==> src/design/track2_card_frame_serializer_top_assert.svh <==
// ----------------------------------------------------------------------------
// Track-2 frame serializer assertion macros
// Clocked, reset-qualified property wrappers for the top level.
// ----------------------------------------------------------------------------
`ifndef TRACK2_CARD_FRAME_SERIALIZER_TOP_ASSERT_SVH
`define TRACK2_CARD_FRAME_SERIALIZER_TOP_ASSERT_SVH

// Same-cycle implication.
`define TRK2_ASSERT_IMP(label, ante, cons) \
    label: assert property (@(posedge i_clk) disable iff (!i_rst_n) \
        (ante) |-> (cons)) else $error("trk2 same-cycle check failed");

// Next-cycle implication.
`define TRK2_ASSERT_NEXT(label, ante, cons) \
    label: assert property (@(posedge i_clk) disable iff (!i_rst_n) \
        (ante) |=> (cons)) else $error("trk2 next-cycle check failed");

`endif

==> src/design/trk2_pkg.sv <==
// ----------------------------------------------------------------------------
// Track-2 frame serializer package
// Shared widths, defaults, codes and the types passed between modules.
// ----------------------------------------------------------------------------
package trk2_pkg;

    localparam int DIGITS_W        = 32;
    localparam int DIGIT_NIBBLES   = DIGITS_W / 4;
    localparam int TICK_W          = 16;
    localparam int CFG_INDEX_W     = 2;

    localparam int DIGIT_COUNT_DEF = 8;
    localparam int LEAD_ZEROS_DEF  = 10;
    localparam int TRAIL_ZEROS_DEF = 10;

    // Sentinels, LRC: three characters besides the digits
    localparam int CHAR_EXTRA      = 3;
    localparam int BITS_PER_CHAR   = 5;

    localparam logic [3:0] START_SENTINEL = 4'hB;
    localparam logic [3:0] END_SENTINEL   = 4'hF;

    localparam int          SUB_W    = 3;
    localparam logic [SUB_W-1:0] SUB_PARITY = 3'd4;

    localparam logic [TICK_W-1:0] LEAD_DELAY_RST = 16'd500;
    localparam logic [TICK_W-1:0] CLOCK_LOW_RST  = 16'd2;
    localparam logic [TICK_W-1:0] CLOCK_HIGH_RST = 16'd1;

    typedef enum logic [CFG_INDEX_W-1:0] {
        CFG_LEAD_DELAY = 2'd0,
        CFG_CLOCK_LOW  = 2'd1,
        CFG_CLOCK_HIGH = 2'd2
    } t_cfg_index;

    localparam logic OP_TICK  = 1'b0;
    localparam logic OP_START = 1'b1;

    typedef enum logic [3:0] {
        PH_IDLE = 4'b0001,
        PH_LEAD = 4'b0010,
        PH_LOW  = 4'b0100,
        PH_HIGH = 4'b1000
    } t_phase;

    typedef struct packed {
        logic [TICK_W-1:0] lead_delay;
        logic [TICK_W-1:0] clock_low;
        logic [TICK_W-1:0] clock_high;
    } t_cfg;

    typedef struct packed {
        logic clock_line;
        logic data_line;
        logic drive_enable;
        logic busy;
        logic done;
    } t_result;

endpackage

==> src/design/trk2_cfg_regs.sv <==
// ----------------------------------------------------------------------------
// Track-2 configuration registers
// Holds lead delay and clock low/high tick counts, written by index.
// ----------------------------------------------------------------------------
module trk2_cfg_regs (
    input  logic                             i_clk,
    input  logic                             i_rst_n,
    input  logic                             i_cfg_valid,
    output logic                             o_cfg_ready,
    input  logic [trk2_pkg::CFG_INDEX_W-1:0] i_cfg_index,
    input  logic [trk2_pkg::TICK_W-1:0]      i_cfg_data,
    output trk2_pkg::t_cfg                   o_cfg
);
    import trk2_pkg::*;

    t_cfg r_cfg;
    t_cfg n_cfg;

    assign o_cfg_ready = 1'b1;
    assign o_cfg       = r_cfg;

    always_comb begin
        n_cfg = r_cfg;
        if (i_cfg_valid) begin
            unique case (i_cfg_index)
                CFG_LEAD_DELAY: n_cfg.lead_delay = i_cfg_data;
                CFG_CLOCK_LOW:  n_cfg.clock_low  = i_cfg_data;
                CFG_CLOCK_HIGH: n_cfg.clock_high = i_cfg_data;
                default:        n_cfg = r_cfg;  // drop writes beyond the list
            endcase
        end
    end

    always_ff @(posedge i_clk) begin
        if (!i_rst_n) begin
            r_cfg.lead_delay <= LEAD_DELAY_RST;
            r_cfg.clock_low  <= CLOCK_LOW_RST;
            r_cfg.clock_high <= CLOCK_HIGH_RST;
        end else begin
            r_cfg <= n_cfg;
        end
    end

endmodule

==> src/design/trk2_frame_bit.sv <==
// ----------------------------------------------------------------------------
// Track-2 frame bit selector
// Maps a frame position and its character/bit coordinates to the frame bit.
// ----------------------------------------------------------------------------
module trk2_frame_bit #(
    parameter int DIGIT_COUNT     = trk2_pkg::DIGIT_COUNT_DEF,
    parameter int LEAD_ZERO_BITS  = trk2_pkg::LEAD_ZEROS_DEF,
    parameter int TRAIL_ZERO_BITS = trk2_pkg::TRAIL_ZEROS_DEF,
    localparam int CHAR_COUNT     = DIGIT_COUNT + trk2_pkg::CHAR_EXTRA,
    localparam int FRAME_BITS     = LEAD_ZERO_BITS + trk2_pkg::BITS_PER_CHAR * CHAR_COUNT
                                    + TRAIL_ZERO_BITS,
    localparam int POS_W          = $clog2(FRAME_BITS),
    localparam int CHAR_W         = $clog2(CHAR_COUNT + 1)
) (
    input  logic [trk2_pkg::DIGITS_W-1:0] i_digits,
    input  logic [3:0]                    i_lrc,
    input  logic [POS_W-1:0]              i_pos,
    input  logic [CHAR_W-1:0]             i_char,
    input  logic [trk2_pkg::SUB_W-1:0]    i_sub,
    output logic                          o_bit
);
    import trk2_pkg::*;

    localparam int CHAR_SLOTS = 2 ** CHAR_W;

    logic [3:0] w_chars [CHAR_SLOTS];
    logic [3:0] w_char;
    logic       w_in_chars;

    // Character table: start sentinel, digits most significant first,
    // end sentinel, LRC; unused slots are zero.
    always_comb begin
        for (int c = 0; c < CHAR_SLOTS; c++) begin
            if (c == 0) begin
                w_chars[c] = START_SENTINEL;
            end else if (c <= DIGIT_COUNT) begin
                if (DIGIT_COUNT - c < DIGIT_NIBBLES) begin
                    w_chars[c] = i_digits[4*(DIGIT_COUNT-c) +: 4];
                end else begin
                    w_chars[c] = 4'h0;
                end
            end else if (c == DIGIT_COUNT + 1) begin
                w_chars[c] = END_SENTINEL;
            end else if (c == DIGIT_COUNT + 2) begin
                w_chars[c] = i_lrc;
            end else begin
                w_chars[c] = 4'h0;
            end
        end
    end

    assign w_char     = w_chars[i_char];
    assign w_in_chars = (i_pos >= POS_W'(LEAD_ZERO_BITS)) && (i_char < CHAR_W'(CHAR_COUNT));

    always_comb begin
        if (!w_in_chars) begin
            o_bit = 1'b0;
        end else if (i_sub == SUB_PARITY) begin
            o_bit = ~^w_char;   // odd parity
        end else begin
            o_bit = w_char[i_sub[1:0]];
        end
    end

endmodule

==> src/design/trk2_sequencer.sv <==
// ----------------------------------------------------------------------------
// Track-2 frame sequencer
// Steps the frame state once per accepted item and forms the next result.
// ----------------------------------------------------------------------------
module trk2_sequencer #(
    parameter int DIGIT_COUNT     = trk2_pkg::DIGIT_COUNT_DEF,
    parameter int LEAD_ZERO_BITS  = trk2_pkg::LEAD_ZEROS_DEF,
    parameter int TRAIL_ZERO_BITS = trk2_pkg::TRAIL_ZEROS_DEF
) (
    input  logic                          i_clk,
    input  logic                          i_rst_n,
    input  logic                          i_accept,
    input  logic                          i_op,
    input  logic [trk2_pkg::DIGITS_W-1:0] i_card_digits,
    input  trk2_pkg::t_cfg                i_cfg,
    output trk2_pkg::t_result             o_result
);
    import trk2_pkg::*;

    localparam int CHAR_COUNT = DIGIT_COUNT + CHAR_EXTRA;
    localparam int FRAME_BITS = LEAD_ZERO_BITS + BITS_PER_CHAR * CHAR_COUNT + TRAIL_ZERO_BITS;
    localparam int POS_W      = $clog2(FRAME_BITS);
    localparam int CHAR_W     = $clog2(CHAR_COUNT + 1);

    logic [DIGITS_W-1:0] r_digits, n_digits;
    logic [3:0]          r_lrc,    n_lrc;
    logic [POS_W-1:0]    r_pos,    n_pos;
    logic [CHAR_W-1:0]   r_char,   n_char;
    logic [SUB_W-1:0]    r_sub,    n_sub;
    t_phase              r_phase,  n_phase;
    logic [TICK_W-1:0]   r_tick,   n_tick;
    logic                r_clock,  n_clock;
    logic                r_data,   n_data;
    logic                n_done;

    logic [POS_W-1:0]  w_adv_pos;
    logic [CHAR_W-1:0] w_adv_char;
    logic [SUB_W-1:0]  w_adv_sub;
    logic [POS_W-1:0]  w_sel_pos;
    logic [CHAR_W-1:0] w_sel_char;
    logic [SUB_W-1:0]  w_sel_sub;
    logic              w_bit;
    logic [TICK_W:0]   w_tick_inc;
    logic [3:0]        w_lrc;

    // Advance the frame position by one bit; hold character and sub-bit outside the characters
    always_comb begin
        w_adv_pos  = r_pos + POS_W'(1);
        w_adv_char = r_char;
        w_adv_sub  = r_sub;
        if ((r_pos >= POS_W'(LEAD_ZERO_BITS)) && (r_char < CHAR_W'(CHAR_COUNT))) begin
            if (r_sub == SUB_PARITY) begin
                w_adv_sub  = '0;
                w_adv_char = r_char + CHAR_W'(1);
            end else begin
                w_adv_sub  = r_sub + SUB_W'(1);
            end
        end
    end

    // The lead phase presents bit 0, the high phase the following bit
    assign w_sel_pos  = (r_phase == PH_LEAD) ? '0 : w_adv_pos;
    assign w_sel_char = (r_phase == PH_LEAD) ? '0 : w_adv_char;
    assign w_sel_sub  = (r_phase == PH_LEAD) ? '0 : w_adv_sub;

    trk2_frame_bit #(
        .DIGIT_COUNT     (DIGIT_COUNT),
        .LEAD_ZERO_BITS  (LEAD_ZERO_BITS),
        .TRAIL_ZERO_BITS (TRAIL_ZERO_BITS)
    ) u_frame_bit (
        .i_digits (r_digits),
        .i_lrc    (r_lrc),
        .i_pos    (w_sel_pos),
        .i_char   (w_sel_char),
        .i_sub    (w_sel_sub),
        .o_bit    (w_bit)
    );

    always_comb begin
        w_lrc = START_SENTINEL ^ END_SENTINEL;
        for (int i = 0; i < DIGIT_NIBBLES; i++) begin
            if (i < DIGIT_COUNT) begin
                w_lrc = w_lrc ^ i_card_digits[4*i +: 4];
            end
        end
    end

    assign w_tick_inc = {1'b0, r_tick} + (TICK_W+1)'(1);

    always_comb begin
        n_digits = r_digits;
        n_lrc    = r_lrc;
        n_pos    = r_pos;
        n_char   = r_char;
        n_sub    = r_sub;
        n_phase  = r_phase;
        n_tick   = r_tick;
        n_clock  = r_clock;
        n_data   = r_data;
        n_done   = 1'b0;
        if (i_accept) begin
            if (i_op == OP_START) begin
                if (r_phase == PH_IDLE) begin
                    n_digits = i_card_digits;
                    n_lrc    = w_lrc;
                    n_pos    = '0;
                    n_char   = '0;
                    n_sub    = '0;
                    n_tick   = '0;
                    n_phase  = PH_LEAD;
                end
            end else begin
                unique case (r_phase)
                    PH_IDLE: begin
                        n_phase = PH_IDLE;
                    end
                    PH_LEAD: begin
                        if (r_tick >= i_cfg.lead_delay) begin
                            n_pos   = '0;
                            n_char  = '0;
                            n_sub   = '0;
                            n_data  = ~w_bit;
                            n_clock = 1'b0;
                            n_phase = PH_LOW;
                            n_tick  = '0;
                        end else begin
                            n_tick = w_tick_inc[TICK_W-1:0];
                        end
                    end
                    PH_LOW: begin
                        if (w_tick_inc >= {1'b0, i_cfg.clock_low}) begin
                            n_clock = 1'b1;
                            n_phase = PH_HIGH;
                            n_tick  = '0;
                        end else begin
                            n_tick = w_tick_inc[TICK_W-1:0];
                        end
                    end
                    PH_HIGH: begin
                        if (w_tick_inc >= {1'b0, i_cfg.clock_high}) begin
                            n_tick = '0;
                            if (r_pos != POS_W'(FRAME_BITS - 1)) begin
                                n_pos   = w_adv_pos;
                                n_char  = w_adv_char;
                                n_sub   = w_adv_sub;
                                n_data  = ~w_bit;
                                n_clock = 1'b0;
                                n_phase = PH_LOW;
                            end else begin
                                n_data  = 1'b1;
                                n_clock = 1'b1;
                                n_phase = PH_IDLE;
                                n_done  = 1'b1;
                            end
                        end else begin
                            n_tick = w_tick_inc[TICK_W-1:0];
                        end
                    end
                    default: begin
                        n_phase = PH_IDLE;
                    end
                endcase
            end
        end
    end

    always_comb begin
        o_result.clock_line   = n_clock;
        o_result.data_line    = n_data;
        o_result.drive_enable = (n_phase != PH_IDLE);
        o_result.busy         = (n_phase != PH_IDLE);
        o_result.done         = n_done;
    end

    always_ff @(posedge i_clk) begin
        if (!i_rst_n) begin
            r_digits <= '0;
            r_lrc    <= '0;
            r_pos    <= '0;
            r_char   <= '0;
            r_sub    <= '0;
            r_phase  <= PH_IDLE;
            r_tick   <= '0;
            r_clock  <= 1'b1;
            r_data   <= 1'b1;
        end else begin
            r_digits <= n_digits;
            r_lrc    <= n_lrc;
            r_pos    <= n_pos;
            r_char   <= n_char;
            r_sub    <= n_sub;
            r_phase  <= n_phase;
            r_tick   <= n_tick;
            r_clock  <= n_clock;
            r_data   <= n_data;
        end
    end

endmodule

==> src/design/trk2_out_stage.sv <==
// ----------------------------------------------------------------------------
// Track-2 result register
// Holds one result item; frees itself in the cycle the receiver takes it.
// ----------------------------------------------------------------------------
module trk2_out_stage (
    input  logic              i_clk,
    input  logic              i_rst_n,
    input  logic              i_load,
    input  trk2_pkg::t_result i_result,
    input  logic              i_out_ready,
    output logic              o_out_valid,
    output trk2_pkg::t_result o_result,
    output logic              o_free
);
    import trk2_pkg::*;

    logic    r_valid;
    logic    n_valid;
    t_result r_result;

    assign o_free      = !r_valid || i_out_ready;
    assign o_out_valid = r_valid;
    assign o_result    = r_result;

    always_comb begin
        priority if (i_load) begin
            n_valid = 1'b1;
        end else if (i_out_ready) begin
            n_valid = 1'b0;
        end else begin
            n_valid = r_valid;
        end
    end

    always_ff @(posedge i_clk) begin
        if (!i_rst_n) begin
            r_valid <= 1'b0;
        end else begin
            r_valid <= n_valid;
        end
    end

    always_ff @(posedge i_clk) begin
        if (i_load) begin
            r_result <= i_result;
        end
    end

endmodule

==> src/design/track2_card_frame_serializer_top.sv <==
// ----------------------------------------------------------------------------
// Track-2 card frame serializer, top level
// Builds a magnetic-stripe style Track-2 frame and clocks it out on ticks.
// ----------------------------------------------------------------------------
// Usage:
//  - Input channel (i_in_valid / o_in_ready): each item is either a tick
//    (i_op = 0) or a start (i_op = 1, with eight BCD digits on i_card_digits).
//    A start taken while idle loads the digits and begins the lead delay; a
//    start while a frame is running is ignored and counts as no tick.
//  - Every accepted item yields exactly one result item on the output channel
//    (o_out_valid / i_out_ready): clock and data line levels, drive enable,
//    busy and a one-item done pulse when the frame completes.
//  - The result is registered; it appears in the cycle after acceptance.
//  - Throughput: one item per cycle while the result register has room; the
//    whole state step for an item is one pass through the sequencer between
//    its state registers and the result register.
//  - Stall: the result register keeps its item while i_out_ready is low and
//    o_in_ready drops only while it is full and not being taken.
//  - Configuration (i_cfg_valid / o_cfg_ready, always ready): index 0 lead
//    delay, index 1 low and index 2 high time of the clock, in ticks; write only while idle.
//  - Reset (i_rst_n low, synchronous): idle, lines released at level one,
//    registers back to 500 / 2 / 1, output channel empty. No clearing pass.
// ----------------------------------------------------------------------------
module track2_card_frame_serializer_top #(
    parameter int DIGIT_COUNT     = trk2_pkg::DIGIT_COUNT_DEF,
    parameter int LEAD_ZERO_BITS  = trk2_pkg::LEAD_ZEROS_DEF,
    parameter int TRAIL_ZERO_BITS = trk2_pkg::TRAIL_ZEROS_DEF
) (
    input  logic                             i_clk,
    input  logic                             i_rst_n,
    // input item channel
    input  logic                             i_in_valid,
    output logic                             o_in_ready,
    input  logic                             i_op,
    input  logic [trk2_pkg::DIGITS_W-1:0]    i_card_digits,
    // result item channel
    output logic                             o_out_valid,
    input  logic                             i_out_ready,
    output logic                             o_clock_line,
    output logic                             o_data_line,
    output logic                             o_drive_enable,
    output logic                             o_busy_res,
    output logic                             o_done_res,
    // configuration write channel
    input  logic                             i_cfg_valid,
    output logic                             o_cfg_ready,
    input  logic [trk2_pkg::CFG_INDEX_W-1:0] i_cfg_index,
    input  logic [trk2_pkg::TICK_W-1:0]      i_cfg_data
);
    import trk2_pkg::*;

    t_cfg    w_cfg;
    t_result w_next_result;
    t_result w_out_result;
    logic    w_free;
    logic    w_accept;
    logic    w_released;

    // Take an item whenever the result register has room for its result
    assign o_in_ready = w_free;
    assign w_accept   = i_in_valid && w_free;

    trk2_cfg_regs u_cfg_regs (
        .i_clk       (i_clk),
        .i_rst_n     (i_rst_n),
        .i_cfg_valid (i_cfg_valid),
        .o_cfg_ready (o_cfg_ready),
        .i_cfg_index (i_cfg_index),
        .i_cfg_data  (i_cfg_data),
        .o_cfg       (w_cfg)
    );

    trk2_sequencer #(
        .DIGIT_COUNT     (DIGIT_COUNT),
        .LEAD_ZERO_BITS  (LEAD_ZERO_BITS),
        .TRAIL_ZERO_BITS (TRAIL_ZERO_BITS)
    ) u_sequencer (
        .i_clk         (i_clk),
        .i_rst_n       (i_rst_n),
        .i_accept      (w_accept),
        .i_op          (i_op),
        .i_card_digits (i_card_digits),
        .i_cfg         (w_cfg),
        .o_result      (w_next_result)
    );

    trk2_out_stage u_out_stage (
        .i_clk       (i_clk),
        .i_rst_n     (i_rst_n),
        .i_load      (w_accept),
        .i_result    (w_next_result),
        .i_out_ready (i_out_ready),
        .o_out_valid (o_out_valid),
        .o_result    (w_out_result),
        .o_free      (w_free)
    );

    assign o_clock_line   = w_out_result.clock_line;
    assign o_data_line    = w_out_result.data_line;
    assign o_drive_enable = w_out_result.drive_enable;
    assign o_busy_res     = w_out_result.busy;
    assign o_done_res     = w_out_result.done;

    // Lines released, not busy, both levels high
    assign w_released = !o_busy_res && !o_drive_enable && o_clock_line && o_data_line;

`include "track2_card_frame_serializer_top_assert.svh"

    // A finished frame leaves the lines released and both levels high
    `TRK2_ASSERT_IMP(a_done_released, o_out_valid && o_done_res, w_released)
    // Any accepted start leaves the block busy in its result
    `TRK2_ASSERT_NEXT(a_start_busy, w_accept && (i_op == OP_START), o_out_valid && o_busy_res)
    // The clock line is only pulled low while a frame is running
    `TRK2_ASSERT_IMP(a_clock_low_busy, o_out_valid && !o_clock_line, o_busy_res)

endmodule
==> config.mk <==
export PLATFORM = sky130hd
export DESIGN_NAME = track2_card_frame_serializer_top
export DESIGN_NICKNAME = d
export VERILOG_FILES = /design/src/design/trk2_pkg.sv /design/src/design/trk2_cfg_regs.sv /design/src/design/trk2_frame_bit.sv /design/src/design/trk2_sequencer.sv /design/src/design/trk2_out_stage.sv /design/src/design/track2_card_frame_serializer_top.sv
export VERILOG_INCLUDE_DIRS = /design/src /design/src/design
export SDC_FILE = /design/constraint.sdc
export NUM_CORES = 1
export LEC_CHECK = 0
export BUFFER_PORTS_ARGS = -buffer_cell sky130_fd_sc_hd__buf_2
export CORE_MARGIN = 5
export CORE_UTILIZATION = 45
export CTS_BUF_LIST = sky130_fd_sc_hd__clkbuf_4 sky130_fd_sc_hd__clkbuf_8
export DETAILED_ROUTE_END_ITERATION = 8
export SLEW_MARGIN = 25
export SYNTH_ARGS = -nofsm -noshare
export SYNTH_HDL_FRONTEND = slang
export SYNTH_SLANG_ARGS = --single-unit
==> constraint.sdc <==
create_clock -name i_clk -period 5.1 [get_ports i_clk]
set_clock_uncertainty 0.05 [all_clocks]
set_input_delay 0.255 -clock i_clk [delete_from_list [all_inputs] [get_ports i_clk]]
set_output_delay 0.255 -clock i_clk [all_outputs]
set_load 0.005 [all_outputs]
# ---- Word-level counts from Yosys, hierarchy flattened
# Cells that the tools add are included.
dict set report totals {
  ff_bits 125
  in_bits 56
  out_inout_bits 8
  elab_cells 134
}
dict set report classes {
  n_addsub 4
  n_lt_le_gt_ge 9
  n_eq_ne 14
  n_mux 61
  n_bitwise 12
  n_reduce_logical 17
}
# operator n
set op_table {}
lappend op_table {{2-to-1 mux 16 bit} 5}
lappend op_table {{2-to-1 mux 4 bit} 16}
lappend op_table {{case mux 16 bit (3 select lines)} 1}
lappend op_table {{2-to-1 mux 7 bit} 6}
lappend op_table {{greater-or-equal comparator 17 x 16 -> 1 bit} 2}
lappend op_table {{XOR 4 bit} 7}
lappend op_table {{2-to-1 mux 3 bit} 9}
lappend op_table {{adder 16 x 1 -> 17 bit, second input constant} 1}
lappend op_table {{binary-select mux 4 bit (select 4 bit)} 1}
lappend op_table {{greater-or-equal comparator 16 bit} 1}
lappend op_table {{2-to-1 mux 1 bit} 16}
lappend op_table {{greater-or-equal comparator 7 x 4 -> 1 bit, second input constant} 2}
lappend op_table {{case mux 7 bit (2 select lines)} 1}
lappend op_table {{case mux 4 bit (3 select lines)} 1}
lappend op_table {{< comparator 4 bit, second input constant} 2}
lappend op_table {{case mux 4 bit (2 select lines)} 1}
lappend op_table {{adder 7 x 1 -> 7 bit, second input constant} 1}
lappend op_table {{inequality test 7 bit, second input constant} 1}
lappend op_table {{== test 3 bit, second input constant} 2}
lappend op_table {{inequality test 3 x 2 -> 1 bit, second input constant} 2}
lappend op_table {{case mux 3 bit (2 select lines)} 1}
lappend op_table {{AND reduction 2 bit} 3}
lappend op_table {{AND reduction 3 bit} 2}
lappend op_table {{AND reduction 6 bit} 1}
lappend op_table {{other kinds (27)} 32}

# ---- Logic depth before layout (Yosys ltp)
# Gate-level depths: netlist of the first run.
dict set report logic_depth {
  word_depth 18
  ltp_mapped 20
}

# ---- Modules after synthesis
# Synthesis of the first run repeated with hierarchy kept, for this count alone.
dict set report unflattened {
  hier_cells 905
  area_unflattened_um2 7662.3
}
# mod n_inst cells_each area_per_inst_um2 seq_area_each_um2
set modules_own_cells {}
lappend modules_own_cells {trk2_sequencer 1 641 5017.3 1441.4}
lappend modules_own_cells {trk2_cfg_regs 1 189 1938.1 960.9}
lappend modules_own_cells {trk2_frame_bit 1 65 501.7 0.0}
lappend modules_own_cells {trk2_out_stage 1 9 198.9 170.2}
lappend modules_own_cells {track2_card_frame_serializer_top 1 1 6.3 0.0}

# ---- Worst setup path after synthesis of the first run
# No wires, ideal clock.
dict set report synth_path {
  path_type {flip-flop to flip-flop}
  from {register u_sequencer.r_tick[2]}
  to {register u_sequencer.r_char[3]}
  arrival_time_ns 4.143
  path_slack_ns 0.843
  stages_incl_launch_ff 21
  path_buffers 2
  period_less_slack_ns 4.257
  cell_sequence {dfxtp_1 > nand3_1 > or2_2 > inv_1 > nand3_1 > nor3_1 > nand3_1 > or2_2 > nand2_1 > ha_1 > o21a_1 > o21a_1 > a211oi_1 > a21oi_2 > a22oi_1 > nor2b_1 > or2_1 > buf_2 > clkbuf_1 > o21ai_0 > nor2_1}
}
dict set report synth_via {
  elab_chain_len 4
}
# element line
set synth_rtl {}
lappend synth_rtl {{start: declaration} trk2_sequencer.sv:31} ;# logic [TICK_W-1:0] r_tick, n_tick;
lappend synth_rtl {{start signal: assignment} trk2_sequencer.sv:193} ;# r_tick <= n_tick;
lappend synth_rtl {{adder 16 x 1 -> 17 bit} trk2_sequencer.sv:88} ;# assign w_tick_inc = {1'b0, r_tick} + (TICK_W+1)'(1);
lappend synth_rtl {{greater-or-equal comparator 17 x 16 -> 1 bit} trk2_sequencer.sv:140} ;# if (w_tick_inc >= {1'b0, i_cfg.clock_high}) begin
lappend synth_rtl {{inequality test 3 x 2 -> 1 bit (no source line)} -}
lappend synth_rtl {{AND reduction 6 bit (no source line) (*)} -}
lappend synth_rtl {{end signal: assignment} trk2_sequencer.sv:190} ;# r_char <= n_char;
lappend synth_rtl {{end: declaration} trk2_sequencer.sv:28} ;# logic [CHAR_W-1:0] r_char, n_char;
# Mark *: on every way between the ends. The rest lies on a longest branch, timed or not.
# A chain may end at the register's enable or synchronous reset.

# ---- Worst setup path after layout of the first run
dict set report layout_path {
  from {register u_sequencer.r_tick[2]}
  to {register u_sequencer.r_pos[2]}
}
dict set report layout_via {
  elab_chain_len 4
}
# element line
set layout_rtl {}
lappend layout_rtl {{adder 16 x 1 -> 17 bit} trk2_sequencer.sv:88}
lappend layout_rtl {{greater-or-equal comparator 17 x 16 -> 1 bit} trk2_sequencer.sv:140}
lappend layout_rtl {{inequality test 3 x 2 -> 1 bit (no source line)} -}
lappend layout_rtl {{AND reduction 6 bit (no source line) (*)} -}
lappend layout_rtl {{end signal: assignment} trk2_sequencer.sv:189} ;# r_pos <= n_pos;
lappend layout_rtl {{end: declaration} trk2_sequencer.sv:27} ;# logic [POS_W-1:0] r_pos, n_pos;
# Marks and branches as above.

==> flow_metrics.tcl, run 1 <==
set metrics [dict create \
    status "finished, final reports clean" \
    drt_iter0_drc 332 \
    cts.reportedPaths.clkPinSlew_ns 0.07 \
    cts_tree "yes" \
    area_delta_synth_final_pct 11.73 \
    boundaryPins 64 \
    wl_per_cell_um 15.90 \
    port_buffers 62 \
    cts_setup_buffers 0 \
    syn_nets 1079 \
    netlist.area_leader.share 0.3137 \
    reg2reg_depth 18 \
    crit_type "register to register" \
    yosysSeqAreaShare 0.3293 \
    syn_inst 969 \
    hold_path.class "input pin to register" \
    overflow 0 \
    cts_sinks 125 \
    finalHoldViolCount 0 \
    post-dp-hpwl_um 14560 \
    dieWidth_um 141.0 \
    yosys-top-cells-area "dfxtp_1, nand2_1, ha_1" \
    synth_flop_cell "dfxtp_1" \
    syn-mean-instance-area_um2 7.968 \
    dr.pass1.iters 5 \
    cap_violations 0 \
    fill_cells 1672 \
    postPlaceCellArea_mm2 0.008165 \
    layout_min_cycle_time_ns 4.655 \
    rsz0062_at_grt "false" \
    cts_root_buffer "clkbuf_8" \
    final_common_cell "nand2_1" \
    required_ns 5.41 \
    grt_max_degree 75 \
    synth_edf_count 4 \
    finalNetCount 1127 \
    timing.final.ws_setup_ns 0.4453 \
    slew_viol_final 0 \
    critPathMaxStageDelay_ns 0.49 \
    finalSetupViolations 0 \
    die-area_mm2 0.01988 \
    start_util 0.4623 \
    drive_above_1_share 0.1175 \
    vias_per_cell 5.314 \
    ys_seq_elements 125 \
    final_area_mm2 0.008627 \
    max_freq_ghz 0.2148 \
    arrival_ns 4.97 \
    end_kind "register" \
    most-common-layout-cells "nand2_1, dfxtp_1, a21boi_0" \
    r2r-end "u_sequencer.r_pos[2]" \
    setup-tns-final_ns 0 \
    p_per_area_mw_per_mm2 256.7 \
    min_to "u_sequencer.r_digits[19]" \
    slew-limit-headroom 0.4076 \
    grt_usage 0.2044 \
    pre_cts_ws_ns 0.3427 \
    async_flop_share 0 \
    wirelength_um 19880 \
    r2r-start "u_sequencer.r_tick[2]" \
    leakagePower_nw 3.308 \
    clk_latency_ns 0.45 \
    yosys_warnings 0 \
    regToRegSetupSlack_ns 0.45 \
    core_area_mm2 0.01670 \
    cts_buffers 17 \
    ir_drop_mv 0.1590 \
    diodes 0 \
    cts_buffer_depth 2 \
    crit_chain "nand3_1 -> or2_2 -> inv_1 -> nand3_1 -> nor3_1 -> nand3_1 -> or2_2 -> nand2_1 -> ha_1 -> o21a_1 -> o21a_1 -> a211oi_1 -> a21oi_2 -> a22oi_1 -> nor2b_1 -> or2_2 -> o21ai_0 -> a21boi_0" \
    cts_max_level 4 \
    vias 6642 \
    grt_pass1_vias 6368 \
    grt_antenna_before_repair 0 \
    tightest_slew_ns 0.8859 \
    synth_top_cell_by_area "dfxtp_1" \
    core.rowCount 47 \
    whs_path_depth 3 \
    drc 0 \
    path_max_fanout 19 \
    grt_pass1_wl_um 32820 \
    synth_cell_type_count 73 \
    min_from "i_card_digits[19]" \
    period_share 0.9127 \
    gp_congestion 0.9124 \
    start_kind "register" \
    die_h_um 141.0 \
    syn-cell-area_mm2 0.007721 \
    worst_path_max_delay_cell "nor3_1" \
    antenna_left 0 \
]
## logic make-up after synthesis
logic type | after synthesis | synth area share
buffers and inverters | 104 | 0.05623
muxes | 12 | 0.01620
adders and majority gates | 54 | 0.08751
and+or+nand+nor | 388 | 0.2337
DFF | 125 | 0.3293
xor gates and xnor gates | 58 | 0.06579
AOI/OAI and AO/OA | 227 | 0.2108
other | 1 | 0.0004857
## layout make-up
class	instances	area, µm²	area share
Multi-Input combinational cell	740	4756	0.5513
Sequential cell	125	2542	0.2947
Timing Repair Buffer	74	410.4	0.04757
Clock buffer	21	282.8	0.03278
Tap cell	220	275.3	0.03191
Inverter	59	221.5	0.02567
Clock inverter	11	138.9	0.01610
## repair_timing
item | in CTS | in global routing
hold endpoints to repair | 5 | 0
resized for setup | 0 | 1
hold buffers | 4 | 0
setup endpoints to repair | 0 | 14
## worst max-delay path: cells and delay by family (launching register included)
kind                       cells  cell delay (ns)
buffers and inverters          1             0.06
adders and majority gates      1             0.23
DFF                            1             0.44
and+or+nand+nor                9             2.30
AOI/OAI and AO/OA              7             1.50
## power breakdown
| part | internal (mW) | switching [mW] |
|---|---|---|
| logic | 0.102 | 0.139 |
| registers | 1.01 | 0.0187 |
| clock network | 0.524 | 0.417 |
| total | 1.64 | 0.574 |
## Yosys cell counts, drive strengths merged, types with 4 or more instances
cell type / count
mux2i: 11
clkbuf: 33
o2111ai: 4
o21ai: 26
and2: 6
nand3b: 7
a21oi: 24
nand2b: 5
nor3b: 11
xor2: 12
inv: 59
nor3: 16
o211ai: 15
nand4: 11
a21o: 7
nand3: 27
edfxtp: 4
o22ai: 4
and3: 6
xnor2: 46
or3: 10
a211oi: 6
a31oi: 8
nor2: 48
or2: 4
nand2: 208
buf: 11
ha: 54
nor2b: 16
a211o: 7
a21boi: 94
dfxtp: 121
o21a: 10
## worst max-delay path by stage
stage                                startpoint               endpoint  cells after the start
after floorplan           u_sequencer.r_tick[2]  u_sequencer.r_char[3]                     20
after global placement    u_sequencer.r_tick[2]   u_sequencer.r_pos[3]                     18
after detailed placement  u_sequencer.r_tick[2]   u_sequencer.r_pos[2]                     18
after CTS                 u_sequencer.r_tick[2]   u_sequencer.r_pos[2]                     18
after global routing      u_sequencer.r_tick[0]   u_sequencer.r_pos[3]                     18
final                     u_sequencer.r_tick[2]   u_sequencer.r_pos[2]                     18
## state kept, by name (all words and copies together) (netlist names)
name                     flops
u_out_stage.o_out_valid      1
u_out_stage.o_result         4
u_sequencer.r_data           1
u_sequencer.r_tick          16
u_sequencer.r_pos            7
u_sequencer.r_sub            3
u_sequencer.r_digits        32
u_cfg_regs.o_cfg            48
u_sequencer.r_lrc            4
u_sequencer.r_char           4
u_sequencer.r_phase          4
u_sequencer.r_clock          1
## per-layer routing
layer  global-route usage  vias up  part of all wire
li1                     -     3431                 -
met1               0.2967     3054              0.51
met2               0.3122      131              0.43
met3              0.03454       26             0.041
met4              0.05864        0             0.016
met5                    0        -                 0
## stage by stage
stage	power (mW)	hold WS (ns)	instances	utilization
after floorplan	1.209	0.3290	969	-
after global placement	1.294	0.4029	1214	0.4889
after detailed placement	1.295	0.4082	1214	0.4889
after CTS	2.232	0.00009481	1250	0.5166
after global routing	2.310	0.004875	1250	0.5166
final	2.215	0.01719	1250	0.5166
(Power assumes the default switching activity.)
==> inputs of run 2 (changes only) <==
--- a/config.mk
+++ b/config.mk
@@ -9,7 +9,6 @@
 export BUFFER_PORTS_ARGS = -buffer_cell sky130_fd_sc_hd__buf_2
 export CORE_MARGIN = 5
 export CORE_UTILIZATION = 45
-export CTS_BUF_LIST = sky130_fd_sc_hd__clkbuf_4 sky130_fd_sc_hd__clkbuf_8
 export DETAILED_ROUTE_END_ITERATION = 8
 export SLEW_MARGIN = 25
 export SYNTH_ARGS = -nofsm -noshare
==> run 2 against run 1 <==
  * Sequential power about the same
  * Die area unchanged
  * Total power increased by 14%
  * Critical path type unchanged
==> flow_metrics.tcl, run 2 (synthesis gave the netlist of run 1 again) <==
set metrics [dict create \
    required_ns 5.39 \
    cts_buffer_depth 2 \
    power.share.clock 0.497 \
    period_share 0.9046 \
    finalNetCount 1123 \
    switching_power_mw 0.6137 \
    arrival_ns 4.90 \
    post_cts_resized 0 \
    grt_pass1_wl_um 33150 \
    dr.pass1.iters 7 \
    crit_path_start "u_sequencer.r_tick[2]" \
    area_delta_synth_final_pct 13.64 \
    timing.final.ws_setup_ns 0.4867 \
    cts_setup_buffers 0 \
    drive_above_1_share 0.1170 \
    p_per_area_mw_per_mm2 288.7 \
    port_buffers 62 \
    path_max_fanout 19 \
    gp_congestion 0.9124 \
    setup-tns-final_ns 0 \
    die_h_um 141.0 \
    whs_path_depth 3 \
    finalSetupViolations 0 \
    diodes 0 \
    post-dp-hpwl_um 14560 \
    p_sw_frac 0.2423 \
    comb_power_share 0.094 \
    clk_latency_ns 0.42 \
    crit_type "register to register" \
    wl_per_cell_um 16.06 \
    cp-endpoint "u_sequencer.r_pos[2]" \
    whs_ns 0.04280 \
    cap_violations 0 \
    rsz0062_at_grt "false" \
    drc 0 \
    final_common_cell "nand2_1" \
    crit_buf_inv 1 \
    die-area_mm2 0.01988 \
    overflow 0 \
    regToRegSetupSlack_ns 0.49 \
    grt_max_degree 75 \
    ir_drop_mv 0.2458 \
    reg2reg_depth 18 \
    core.rowCount 47 \
    fill_cells 1653 \
    critPathMaxStageDelay_ns 0.48 \
    finalHoldViolCount 0 \
    power.internal_mw 1.919 \
    grt_antenna_before_repair 0 \
    slew-limit-headroom 0.4157 \
    pre_cts_ws_ns 0.3427 \
    layout_min_cycle_time_ns 4.613 \
    cts.reportedPaths.clkPinSlew_ns 0.06 \
    end_kind "register" \
    antenna_left 0 \
    vias_per_cell 5.370 \
    most-common-layout-cells "nand2_1, dfxtp_1, a21boi_0" \
    wirelength_um 20010 \
    p_seq_frac 0.409 \
    cts_tree "yes" \
    drt_iter0_drc 396 \
    grt_pass1_vias 6388 \
    cts_sinks 125 \
    worst_path_max_delay_cell "nor3_1" \
    status "finished, final reports clean" \
    tightest_slew_ns 0.8738 \
    start_util 0.4623 \
    hold_path.class "input pin to register" \
    core_area_mm2 0.01670 \
    start_kind "register" \
    vias 6691 \
    cts_buffers 17 \
    holdBufCountCts 0 \
    crit_chain "nand3_1 -> or2_2 -> inv_1 -> nand3_1 -> nor3_1 -> nand3_1 -> or2_2 -> nand2_1 -> ha_1 -> o21a_1 -> o21a_1 -> a211oi_1 -> a21oi_2 -> a22oi_1 -> nor2b_1 -> or2_2 -> o21ai_0 -> a21boi_0" \
    r2r-start "u_sequencer.r_tick[2]" \
    cp_top_family "simple AND/OR/NAND/NOR gates" \
    max_freq_ghz 0.2168 \
    cts_max_level 4 \
    leakagePower_nw 3.376 \
    grt_usage 0.2065 \
    path_depth 18 \
    largest_reg_flops 48 \
    r2r-end "u_sequencer.r_pos[2]" \
    dieWidth_um 141.0 \
    boundaryPins 64 \
    slew_viol_final 0 \
    cts_root_buffer "clkbuf_16" \
]
-- run 2: changes by cell type in the layout (fill, tap and decap cells not counted) --
cell           previous run  this run
clkbuf_16                 0        17
clkbuf_1                  0         1
clkbuf_8                 20         3
clkbuf_4                  1         0
dlygate4sd3_1             4         0
-- run 2: metal layers --
layer  up-vias  part of all wire  GRT usage
met1      3086              0.52     0.3020
li1       3434                 -          -
met3        19             0.039    0.03386
met5         -                 0          0
met4         0             0.014    0.06017
met2       152              0.43     0.3133
-- run 2: worst min-delay path by stage --
stage	start	end	slack, ns
5_1_grt	i_card_digits[19]	u_sequencer.r_digits[19]	0.04
4_1_cts	i_cfg_data[4]	u_cfg_regs.o_cfg[36]	0.03
2_1_floorplan	i_cfg_data[0]	u_cfg_regs.o_cfg[0]	0.33
3_3_place_gp	u_sequencer.r_digits[22]	u_sequencer.r_digits[22]	0.40
6_report	i_cfg_data[4]	u_cfg_regs.o_cfg[36]	0.04
3_5_place_dp	u_sequencer.r_digits[4]	u_sequencer.r_digits[4]	0.41
-- run 2: metrics by stage --
step	cells	total power [mW]	util	instance area, µm²
after floorplan	969	1.209	-	7721
after global placement	1214	1.294	0.4889	8165
after detailed placement	1214	1.295	0.4889	8165
after CTS	1246	2.552	0.5254	8775
after global routing	1246	2.633	0.5254	8775
final	1246	2.533	0.5254	8775
-- run 2: power by group through the flow --
stage | logic, mW | registers (mW) | clock network [mW]
global placement | 0.239 | 1.05 | 0
finish | 0.238 | 1.03 | 1.26
global route | 0.266 | 1.04 | 1.33
detailed placement | 0.239 | 1.06 | 0
CTS | 0.240 | 1.03 | 1.28
floorplan | 0.159 | 1.05 | 0
-- run 2: worst register-to-register path: stages (launching register included) --
cell      delay, ns
dfxtp_1        0.44
nand3_1        0.19
or2_2          0.37
inv_1          0.06
nand3_1        0.17
nor3_1         0.48
nand3_1        0.15
or2_2          0.31
nand2_1        0.10
ha_1           0.23
o21a_1         0.18
o21a_1         0.17
a211oi_1       0.39
a21oi_2        0.14
a22oi_1        0.26
nor2b_1        0.19
or2_2          0.34
o21ai_0        0.14
a21boi_0       0.18
-- run 2: cell type report --
type | instances | area [µm²] | share of cell area
multi-input combinational | 740 | 4756 | 0.5420
timing repair buffer | 70 | 370.4 | 0.04221
clock inverter | 11 | 138.9 | 0.01583
clock buffer | 21 | 470.5 | 0.05361
inverter | 59 | 221.5 | 0.02524
sequential | 125 | 2542 | 0.2897
tap | 220 | 275.3 | 0.03137
==> inputs of run 3 (changes only) <==
--- a/config.mk
+++ b/config.mk
@@ -9,6 +9,8 @@
 export BUFFER_PORTS_ARGS = -buffer_cell sky130_fd_sc_hd__buf_2
 export CORE_MARGIN = 5
 export CORE_UTILIZATION = 45
+export CTS_BUF_LIST = sky130_fd_sc_hd__clkbuf_4
+export CTS_CLUSTER_SIZE = 28
 export DETAILED_ROUTE_END_ITERATION = 8
 export SLEW_MARGIN = 25
 export SYNTH_ARGS = -nofsm -noshare
==> run 3 against run 2 <==
  * Setup slack gained 0.11 ns
  * Global-route usage grew 0.37 points
  * Flip-flop and latch count is the same
  * Final area grew 2.2%
  * Via count grew 2.3%
  * Total power shrank 20%
  * Maximum frequency grew 2.5%
  * Die area is the same
  * Register-to-register slack gained 0.11 ns
  * Clock power shrank 42%
  * Critical path type unchanged
==> flow_metrics.tcl, run 3 (synthesis gave the netlist of run 1 again) <==
set metrics [dict create \
    status "finished, final reports clean" \
    start_kind "register" \
    grt_pass1_vias 6661 \
    dieWidth_um 141.0 \
    grt_antenna_before_repair 1 \
    dp_cells 1214 \
    largest_reg_flops 48 \
    crit_chain "nand3_1 -> or2_2 -> inv_1 -> nand3_1 -> nor3_2 -> nand3_1 -> or2_2 -> nand2_1 -> ha_1 -> o21a_1 -> o21a_1 -> a211oi_1 -> a21oi_2 -> a22oi_1 -> nor2b_1 -> or2_2 -> o21ai_0 -> a21boi_0" \
    grt_pass1_wl_um 33930 \
    multi_input_area_mm2 0.004761 \
    vias 6843 \
    max_freq_ghz 0.2222 \
    fill_cells 1630 \
    gp_congestion 0.9124 \
    port_buffers 62 \
    leakagePower_nw 3.445 \
    cts_buffers 17 \
    finalNetCount 1174 \
    boundaryPins 64 \
    cap_violations 0 \
    die_h_um 141.0 \
    whs_ns 0.2001 \
    cts_sinks 125 \
    slew_viol_final 0 \
    arrival_ns 4.91 \
    wl_per_cell_um 15.73 \
    final_common_cell "nand2_1" \
    stdcell_count 1298 \
    area_delta_synth_final_pct 16.16 \
    drc 0 \
    cts_max_level 4 \
    cts_buffer_depth 2 \
    utilization 0.5370 \
    end_kind "register" \
    period_share 0.8823 \
    tightest_slew_ns 0.8882 \
    path_depth 18 \
    path_max_fanout 19 \
    rsz0062_at_grt "false" \
    antenna_left 0 \
    ir_drop_mv 0.1526 \
    vias_per_cell 5.272 \
    slew-limit-headroom 0.4061 \
    final_area_mm2 0.008969 \
    clk_latency_ns 0.54 \
    core.rowCount 47 \
    start_util 0.4623 \
    p_per_area_mw_per_mm2 226.3 \
    layout_min_cycle_time_ns 4.500 \
    cts.reportedPaths.clkPinSlew_ns 0.11 \
    crit_buf_inv 1 \
    timing.final.ws_setup_ns 0.6003 \
    wirelength_um 20410 \
    cts_setup_buffers 0 \
    seqCellArea_mm2 0.002542 \
    drive_above_1_share 0.1105 \
    whs_path_depth 2 \
    reg2reg_depth 18 \
    postPlaceCellArea_mm2 0.008165 \
    cts_root_buffer "clkbuf_4" \
    die-area_mm2 0.01988 \
    overflow 0 \
    post-dp-hpwl_um 14560 \
    drt_iter0_drc 391 \
    hold_path.class "input pin to register" \
    dr.pass1.iters 4 \
    regToRegSetupSlack_ns 0.60 \
    total_power_mw 2.030 \
    core_area_mm2 0.01670 \
    most-common-layout-cells "nand2_1, dfxtp_1, a21boi_0" \
    required_ns 5.51 \
    finalSetupViolations 0 \
    cp_top_family "simple AND/OR/NAND/NOR gates" \
    setup-tns-final_ns 0 \
    grt_usage 0.2103 \
    critPathMaxStageDelay_ns 0.46 \
    cts_tree "yes" \
    worst_path_max_delay_cell "dfxtp_1" \
    crit_type "register to register" \
    grt_max_degree 75 \
    pre_cts_ws_ns 0.3427 \
    finalHoldViolCount 0 \
]
-- run 3: changes by cell type in the layout (fill, tap and decap cells not counted) --
| cell | delta |
|---|---|
| clkbuf_1 | -1 |
| clkbuf_16 | -17 |
| clkbuf_4 | +18 |
| clkbuf_8 | -3 |
| clkinv_1 | +3 |
| diode_2 | +1 |
| dlygate4sd3_1 | +51 |
| nor3_1 | -1 |
| nor3_2 | +1 |
-- run 3: final timing paths --
path | start | endpoint
setup / recovery | u_sequencer.r_tick[2] | u_sequencer.r_pos[2]
hold / removal | i_rst_n | u_cfg_regs.o_cfg[0]
setup reg to reg | u_sequencer.r_tick[2] | u_sequencer.r_pos[2]
hold reg to reg | u_sequencer.r_digits[4] | u_sequencer.r_digits[4]
-- run 3: layout make-up --
cell class                 count  area share
tap                          220     0.03069
inverter                      59     0.02469
clock inverter                14     0.01674
clock buffer                  18     0.01507
antenna                        1   0.0002790
multi-input combinational    740      0.5308
sequential                   125      0.2835
timing repair buffer         121     0.09821
-- run 3: what timing repair did --
action                                  CTS  global route
hold endpoints to repair                 82             0
gates resized for setup                   0             2
hold buffers                             51             0
endpoints found under the setup margin    0            14
-- run 3: power breakdown --
part	switching, mW	leakage [nW]	internal [mW]
Sequential	0.0188	1.02	1.01
Clock	0.390	0.150	0.336
Combinational	0.145	2.28	0.125
-- run 3: metal layers --
metal,wire length (µm),vias up,GRT usage
met4,278,0,0.05456
met5,0,-,0
met1,10370,3166,0.3000
li1,-,3538,-
met2,9070,118,0.3301
met3,690,21,0.03590
